File: src/lc3s_pkg.sv
`default_nettype none
package lc3s_pkg;

   // command codes of a request beat
   localparam logic [1:0] CMD_MEM_WRITE = 2'd0;
   localparam logic [1:0] CMD_REG_WRITE = 2'd1;
   localparam logic [1:0] CMD_EXECUTE   = 2'd2;

   // special register indexes for a register write
   localparam logic [3:0] REG_IDX_PC   = 4'd8;
   localparam logic [3:0] REG_IDX_COND = 4'd9;

   // opcodes
   localparam logic [3:0] OP_BR   = 4'd0;
   localparam logic [3:0] OP_ADD  = 4'd1;
   localparam logic [3:0] OP_LD   = 4'd2;
   localparam logic [3:0] OP_ST   = 4'd3;
   localparam logic [3:0] OP_JSR  = 4'd4;
   localparam logic [3:0] OP_AND  = 4'd5;
   localparam logic [3:0] OP_LDR  = 4'd6;
   localparam logic [3:0] OP_STR  = 4'd7;
   localparam logic [3:0] OP_NOT  = 4'd9;
   localparam logic [3:0] OP_LDI  = 4'd10;
   localparam logic [3:0] OP_STI  = 4'd11;
   localparam logic [3:0] OP_JMP  = 4'd12;
   localparam logic [3:0] OP_LEA  = 4'd14;
   localparam logic [3:0] OP_TRAP = 4'd15;

   localparam logic [7:0] TRAP_HALT = 8'h25;

   // condition codes
   localparam logic [2:0] FLAG_P = 3'b001;
   localparam logic [2:0] FLAG_Z = 3'b010;
   localparam logic [2:0] FLAG_N = 3'b100;

   localparam logic [2:0] LINK_REG = 3'd7;

   typedef struct packed {
      logic [1:0]  command;
      logic [15:0] address;
      logic [3:0]  reg_index;
      logic [15:0] value;
   } req_type;

   typedef struct packed {
      logic [15:0] fetched_word;
      logic [15:0] next_pc;
      logic [15:0] step_value;
      logic [2:0]  cond_flags;
      logic        halted;
   } rsp_type;

   // word memory access, one port
   typedef struct packed {
      logic        wr_en;
      logic        rd_en;
      logic [15:0] addr;
      logic [15:0] wdata;
   } mem_cmd_type;

   // register file access, one write and two reads
   typedef struct packed {
      logic        wr_en;
      logic [2:0]  wr_idx;
      logic [15:0] wdata;
      logic        rd_en;
      logic [2:0]  rd_a_idx;
      logic [2:0]  rd_b_idx;
   } reg_cmd_type;

   typedef enum logic [4:0] {
      ST_IDLE   = 5'b00001,
      ST_DECODE = 5'b00010,
      ST_EXEC   = 5'b00100,
      ST_MEM1   = 5'b01000,
      ST_MEM2   = 5'b10000
   } state_type;

   function automatic logic [2:0] flags_of(input logic [15:0] v);
      logic [2:0] f;
      if (v == 16'd0) begin
         f = FLAG_Z;
      end else if (v[15]) begin
         f = FLAG_N;
      end else begin
         f = FLAG_P;
      end
      return f;
   endfunction

endpackage
`default_nettype wire

File: src/lc3s_reg_file.sv
`default_nettype none
module lc3s_reg_file (
   input  wire logic                clock,
   input  wire logic                reset,
   input  wire lc3s_pkg::reg_cmd_type reg_cmd,
   output logic [15:0]              rd_a,
   output logic [15:0]              rd_b
);
   import lc3s_pkg::*;

   logic [15:0] reg_array [8];
   logic [7:0]  valid_ff;
   logic [15:0] rd_a_ff;
   logic [15:0] rd_b_ff;

   // valid bits: an entry not written since reset reads as zero
   always_ff @(posedge clock) begin
      if (reset) begin
         valid_ff <= '0;
      end else if (reg_cmd.wr_en) begin
         valid_ff[reg_cmd.wr_idx] <= 1'b1;
      end
   end

   // write port and two registered read ports
   always_ff @(posedge clock) begin
      if (reg_cmd.wr_en) begin
         reg_array[reg_cmd.wr_idx] <= reg_cmd.wdata;
      end
      if (reg_cmd.rd_en) begin
         rd_a_ff <= valid_ff[reg_cmd.rd_a_idx] ? reg_array[reg_cmd.rd_a_idx] : 16'd0;
         rd_b_ff <= valid_ff[reg_cmd.rd_b_idx] ? reg_array[reg_cmd.rd_b_idx] : 16'd0;
      end
   end

   assign rd_a = rd_a_ff;
   assign rd_b = rd_b_ff;

endmodule
`default_nettype wire

File: config.mk
export PLATFORM = sky130hd
export DESIGN_NAME = lc3s_reg_file
export DESIGN_NICKNAME = d
export VERILOG_FILES = /design/src/lc3s_pkg.sv /design/src/lc3s_reg_file.sv
export SDC_FILE = /design/constraint.sdc
export NUM_CORES = 1
export LEC_CHECK = 0
export CORE_ASPECT_RATIO = 1.4
export CORE_MARGIN = 2
export CORE_UTILIZATION = 38
export CTS_BUF_LIST = sky130_fd_sc_hd__clkbuf_4 sky130_fd_sc_hd__clkbuf_8
export CTS_CLUSTER_DIAMETER = 150
export DETAILED_ROUTE_END_ITERATION = 10
export DONT_BUFFER_PORTS = 1
export PLACE_DENSITY = 0.5
export SYNTH_ARGS = -nofsm -noshare
export SYNTH_HDL_FRONTEND = slang
export SYNTH_SLANG_ARGS = --single-unit
File: constraint.sdc
create_clock -name clock -period 3.5 [get_ports clock]
set_clock_uncertainty 0.1 [all_clocks]
set_input_delay 0.525 -clock clock [delete_from_list [all_inputs] [get_ports clock]]
set_output_delay 0.525 -clock clock [all_outputs]
set_load 0.1 [all_outputs]
### Word-level counts from Yosys, hierarchy flattened

Memories as Yosys holds them, arrays and structs flattened. A register that Yosys moved wholly into a read port is not among the register bits.
Index checks and enable logic that the tools add are counted.

* reduce and logical (&&, ||, !) cells: 3
* bitwise gates (word level): 1
* mux-type cells: 8
* order comparisons: 4

Operators by type and width (count)
* 3-bit by 4-bit less-than comparator with 1-bit output (second input constant): 3
* 8-bit OR: 1
* 1-bit binary-select mux with 3-bit select: 2
* 1-bit 2-to-1 mux: 5
* 1-bit demux with 3-bit select: 1
* 3-bit by 1-bit greater-or-equal comparator with 1-bit output (second input constant): 1
* 1-bit zero test: 2
* 1-bit logical AND: 1

* memories kept: 1
* flip-flop bits (word level): 8
* output and inout bits: 32
* logic and storage cells: 18
* input port bits: 29
* memory bits (writable): 128

Memories
* reg_array: words 8, width 16, rd ports 2, clocked after memory_dff 2, wr ports 1, line lc3s_reg_file.sv:11 `logic [15:0] reg_array [8];`

### Logic depth before layout (Yosys ltp)

Gate-level depths: netlist of run 1.

* word-level depth: 5
* depth in mapped cells: 5
* mapped depth without buffers: 3

### Worst setup path after synthesis of run 1

OpenSTA, ideal clock, no wires.

* kind: in2reg
* from: in reg_cmd[25] (netlist name)
* to: mem reg_array[0][0] (enable)
* setup time: 0.440 ns
* stages: 1
* data required time: 2.960 ns
* buffers on the path: 0
* data arrival time: 2.388 ns
* slack: 0.571 ns
* path through: nor4b_1

RTL lines
* start: declaration: line lc3s_reg_file.sv:5 `input wire lc3s_pkg::reg_cmd_type reg_cmd,`
* end: declaration: line lc3s_reg_file.sv:11

Straight into the memory's write port.

### Final worst setup path of run 1

* from: reg rd_a_ff[0], in the netlist rd_a[0], read port of reg_array
* to: out rd_a[0]

RTL lines
* start: declaration: line lc3s_reg_file.sv:13 `logic [15:0] rd_a_ff;`
* end: declaration: line lc3s_reg_file.sv:6 `output logic [15:0] rd_a,`

No word-level cell between the ends.

==> flow_metrics.py, run 1 <==
metrics = {
    "routing": {
        "via_per_inst": 5.45,
        "routedWlPerCell_um": 25.4,
        "drt-initial-drc-count": 202,
        "routed_wl_mm": 15.6,
        "vias": 3355,
        "post-route-drc-count": 0,
        "firstDrtPassIters": 4,
        "antenna_left": 0,
    },
    "critical_path": {
        "reg2reg_slack_ns": 1.66,
        "cp-end-kind": "primary output",
        "cp_data_required_time_ns": 2.87,
        "cp-start-kind": "register",
        "cp.arrival_ns": 1.41,
        "crit_type": "register to primary output",
        "path_max_fanout": 1,
    },
    "timing": {
        "timing.final.ws_setup_ns": 1.47,
        "maxClockFrequency_mhz": 492,
        "finalCritPeriodShare": 0.581,
        "timing.hold.ws_ns": 0.0435,
        "worst_slew_pin_slew_ns": 0.925,
        "rsz0062_at_grt": "no",
        "slew_headroom": 0.385,
        "final-hold-violation-count": 0,
        "period_needed_ns": 2.03,
        "setup_viol": 0,
        "drv_slew": 0,
        "fin_setup_tns_ns": 0,
    },
    "global_routing": {
        "grt_max_degree": 35,
        "grt.met2_usage": 0.291,
        "met1_usage": 0.187,
        "grt_pass1_vias": 3793,
        "grt_overflow": 0,
        "grt-busiest-layer": "met2",
        "grt_pass1_wl_mm": 23.7,
        "antenna_found_initial": 0,
        "grt_util_met3": 0.0558,
        "gr-usage-all-layers": 0.164,
    },
    "placed_design": {
        "dp_cells": 584,
        "io_buffers": 0,
        "placed_cell_area_um2": 7710,
        "hpwl_mm": 8.93,
        "place_ws_ns": 1.39,
        "finalWeightedCongestion": 0.677,
    },
    "power_and_ir_drop": {
        "p_int_mw": 3.09,
        "p_per_area_nw_per_um2": 496,
        "switching_power_mw": 0.923,
        "seq_power_share": 0.608,
        "power_frac_comb": 0.058,
        "switching_share": 0.230,
        "p_leak_nw": 2.56,
        "totalPowerFinal_mw": 4.02,
        "pwr-share-clk": 0.333,
        "ir_worst_vdd_v": 0.000192,
    },
    "clock_network": {
        "numCtsBuffers": 17,
        "post_cts_buffers": 0,
        "cts_tree": "yes",
        "clock_latency_ns": 0.45,
        "clock-root-buffer": "clkbuf_8",
        "cts_buffer_depth": 2,
        "htreeDepth": 4,
        "cts_resized": 0,
        "holdBufCountCts": 0,
        "path_clk_slew_ns": 0.08,
        "cts_sinks": 168,
    },
    "status": {
        "status": "complete, no violations",
    },
    "run": {
        "cap_violations": 0,
    },
    "layout": {
        "post-route-util": 0.421,
        "fin_nets": 384,
        "fillers": 1741,
        "mostFrequentLayoutCells": "edfxtp_1 (160), mux4_2 (68), mux2i_1 (32)",
        "antenna_cells": 0,
        "area_delta_synth_final_pct": 9.00,
        "final_area_um2": 8090,
        "instances_no_fill": 616,
        "final_common_cell": "edfxtp_1",
        "drive_gt1_frac": 0.380,
    },
    "floorplan": {
        "fp-row-count": 60,
        "start_util": 0.386,
        "coreArea_um2": 19200,
        "io_pins": 61,
        "die_w_um": 122,
        "dieArea_um2": 20700,
        "die_h_um": 169,
    },
    "yosys": {
        "ys_ff_latch": 168,
        "syn_area_um2": 7420,
        "synth_nets": 376,
        "yosysTopAreaCell": "edfxtp_1",
        "netlist_top_cells_area": "edfxtp_1 (65%), mux4_2 (21%), mux2i_1 (4.3%), nor2_4 (3.0%), dfxtp_1 (2.2%)",
        "synth_cells": 347,
        "ys_warn_count": 0,
        "ys_seq_area_frac": 0.669,
        "yosys.area.top_type_share": 0.647,
        "synth_cell_type_count": 20,
        "avgSynthCellArea_um2": 21.4,
    },
    "worst_hold_path": {
        "hp-class": "input pin to register",
    },
}
## flip-flops by register name, summed over array words and instances (netlist names)
signal and cells:
rd_a 16, rd_b 16, reg_array 128, valid_ff 8
## metal layers
metal,share of wire,vias to the layer above
met2,0.55,78
met1,0.37,1799
met3,0.060,11
met4,0.010,0
li1,-,1467
met5,0,-
## worst paths after layout
check	start	endpoint	cells past startpoint
worst max-delay path	rd_a[0]	rd_a[0]	0
worst max register to register	valid_ff[5]	rd_a[8]	4
worst min register to register	valid_ff[5]	valid_ff[5]	2
worst min-delay path	reset	valid_ff[2]	1
## final cells by class
class / instances / area, um^2 / share of cell area
multi-input cells: 157 / 2350 / 0.291
repair buffers: 11 / 82.6 / 0.0102
clock inverters: 9 / 101 / 0.0125
clock buffers: 23 / 279 / 0.0345
flip-flops and latches: 168 / 4960 / 0.614
well taps: 248 / 310 / 0.0383
## kinds of logic after synthesis
group                  after synthesis  synth area share
buffers and inverters               22            0.0204
AO/OA/AOI/OAI                        3           0.00405
multiplexers                       102             0.256
flip-flops                         168             0.669
AND/OR/NAND/NOR                     52            0.0512
## synth_stat cells
master and n:
edfxtp_1 160, mux4_2 68, mux2i_1 32, nor2_1 23, nor2_4 20, buf_2 8
dfxtp_1 8, clkbuf_1 6, buf_6 3, o21ba_2 3, and4b_1 2, buf_1 2
buf_12 2, mux2i_4 2, nand2_1 2, nor4bb_1 2, buf_4 1, nor3_1 1
nor3b_1 1, nor4b_1 1
## power groups by stage
stage | registers [mW] | clock network, mW | logic, mW
after floorplan | 2.48 | 0 | 0.241
after global placement | 2.49 | 0 | 0.239
after detailed placement | 2.49 | 0 | 0.239
after CTS | 2.45 | 1.38 | 0.240
after global routing | 2.45 | 1.47 | 0.252
final | 2.44 | 1.34 | 0.234
Power figures use the tool's default switching activity.
==> run 2: changes to the inputs <==
==> constraint.sdc (replaced) <==
create_clock -name clock -period 1.92 [get_ports clock]
set_clock_uncertainty 0.1 [all_clocks]
set_input_delay 0.288 -clock clock [delete_from_list [all_inputs] [get_ports clock]]
set_output_delay 0.288 -clock clock [all_outputs]
set_load 0.1 [all_outputs]
==> flow_metrics.py, run 2 (synthesized netlist as in run 1, its figures left out) <==
metrics = {
    "status": {
        "status": "complete, no violations",
    },
    "layout": {
        "area_delta_synth_final_pct": 16.0,
        "instances_no_fill": 672,
        "drive_gt1_frac": 0.403,
        "fillers": 1704,
        "largest_reg_flops": 128,
        "final_common_cell": "edfxtp_1",
        "fin_nets": 440,
        "ff_latch_area_um2": 4960,
        "antenna_cells": 0,
        "top_register": "reg_array",
        "mostFrequentLayoutCells": "edfxtp_1 (160), mux4_2 (68), buf_4 (41)",
        "multiInputGateArea_um2": 2360,
    },
    "placed_design": {
        "hpwl_mm": 8.69,
        "place_ws_ns": 0.223,
        "io_buffers": 0,
        "dp_cells": 616,
        "finalWeightedCongestion": 0.706,
    },
    "clock_network": {
        "cts_tree": "yes",
        "clock_latency_ns": 0.46,
        "clock-root-buffer": "clkbuf_8",
        "path_clk_slew_ns": 0.08,
        "cts_sinks": 168,
        "numCtsBuffers": 17,
        "htreeDepth": 4,
        "cts_buffer_depth": 2,
    },
    "critical_path": {
        "cp-end-kind": "register",
        "cp-start-kind": "input pin",
        "crit_type": "input pin to register",
        "reg2reg_slack_ns": 0.23,
        "cp.arrival_ns": 1.87,
        "path_max_fanout": 10,
        "cp_data_required_time_ns": 2.03,
        "reg2reg_depth": 4,
    },
    "routing": {
        "drt-initial-drc-count": 252,
        "post-route-drc-count": 0,
        "routed_wl_mm": 16.4,
        "firstDrtPassIters": 4,
        "routedWlPerCell_um": 24.4,
        "vias": 3580,
        "via_per_inst": 5.33,
        "antenna_left": 0,
    },
    "timing": {
        "drv_slew": 0,
        "fin_setup_tns_ns": 0,
        "worst_slew_pin_slew_ns": 0.941,
        "maxClockFrequency_mhz": 570,
        "setup_viol": 0,
        "period_needed_ns": 1.75,
        "timing.hold.ws_ns": 0.0262,
        "final-hold-violation-count": 0,
        "finalCritPeriodShare": 0.914,
        "rsz0062_at_grt": "no",
        "timing.final.ws_setup_ns": 0.165,
        "slew_headroom": 0.371,
    },
    "global_routing": {
        "grt_pass1_vias": 3928,
        "gr-usage-all-layers": 0.168,
        "grt_max_degree": 35,
        "grt_pass1_wl_mm": 24.0,
        "antenna_found_initial": 0,
        "grt_overflow": 0,
    },
    "floorplan": {
        "fp-row-count": 60,
        "start_util": 0.386,
        "die_w_um": 122,
        "dieArea_um2": 20700,
        "die_h_um": 169,
        "io_pins": 61,
        "coreArea_um2": 19200,
    },
    "power_and_ir_drop": {
        "p_leak_nw": 2.84,
        "ir_worst_vdd_v": 0.000336,
        "totalPowerFinal_mw": 7.47,
        "p_per_area_nw_per_um2": 867,
    },
    "worst_hold_path": {
        "hp-class": "input pin to register",
        "min_path_cells": 2,
    },
    "run": {
        "cap_violations": 0,
    },
}
## run 2: changes by cell type in the layout (fill, tap and decap cells not counted), sizes merged
| cell | previous run | this run |
|---|---|---|
| buf | 11 | 44 |
| clkbuf | 23 | 21 |
| clkinv | 4 | 8 |
| clkinvlp | 3 | 1 |
| dlygate4sd3 | 0 | 23 |
## run 2: cell type report
type                            count  share of cell area
Clock buffer                       21              0.0307
Clock inverter                     11              0.0124
Multi-Input combinational cell    157               0.275
Sequential cell                   168               0.577
Tap cell                          248              0.0360
Timing Repair Buffer               67              0.0695
## run 2: path summary, 6_finish.rpt
kind	startpoint	endpoint
setup / recovery	reg_cmd[5]	rd_a[2]
hold / removal	reg_cmd[5]	rd_a[15]
setup reg to reg	valid_ff[7]	rd_a[15]
hold reg to reg	valid_ff[6]	valid_ff[6]
## run 2: what timing repair did
item                                   CTS  global route
setup buffers                            0             0
endpoints found under the hold margin  187             0
gates resized for setup                  0             0
hold buffers                            24             0
## run 2: report_power, final
group          internal, mW  total, mW  switching, mW
registers              4.14       4.19         0.0472
clock network          1.19       2.42           1.24
logic                 0.344      0.849          0.505
total                  5.68       7.47           1.79
## run 2: per-layer routing
| layer | wire [um] | part of all wire | GRT usage |
|---|---|---|---|
| met5 | 0 | 0 | 0 |
| met4 | 199 | 0.012 | 0.0525 |
| met3 | 726 | 0.044 | 0.0386 |
| met2 | 9490 | 0.58 | 0.314 |
| met1 | 5980 | 0.36 | 0.188 |
## run 2: worst max-delay path, cell delays in order
cell and delay, ns:
dlygate4sd3_1 1.15, mux2i_1 0.38, nor2_4 0.04
## run 2: through the flow
step,utilization,instance area [um^2]
final,0.448,8610
after global routing,0.448,8610
after CTS,0.448,8610
after detailed placement,0.416,7990
after global placement,0.416,7990
after floorplan,-,7470
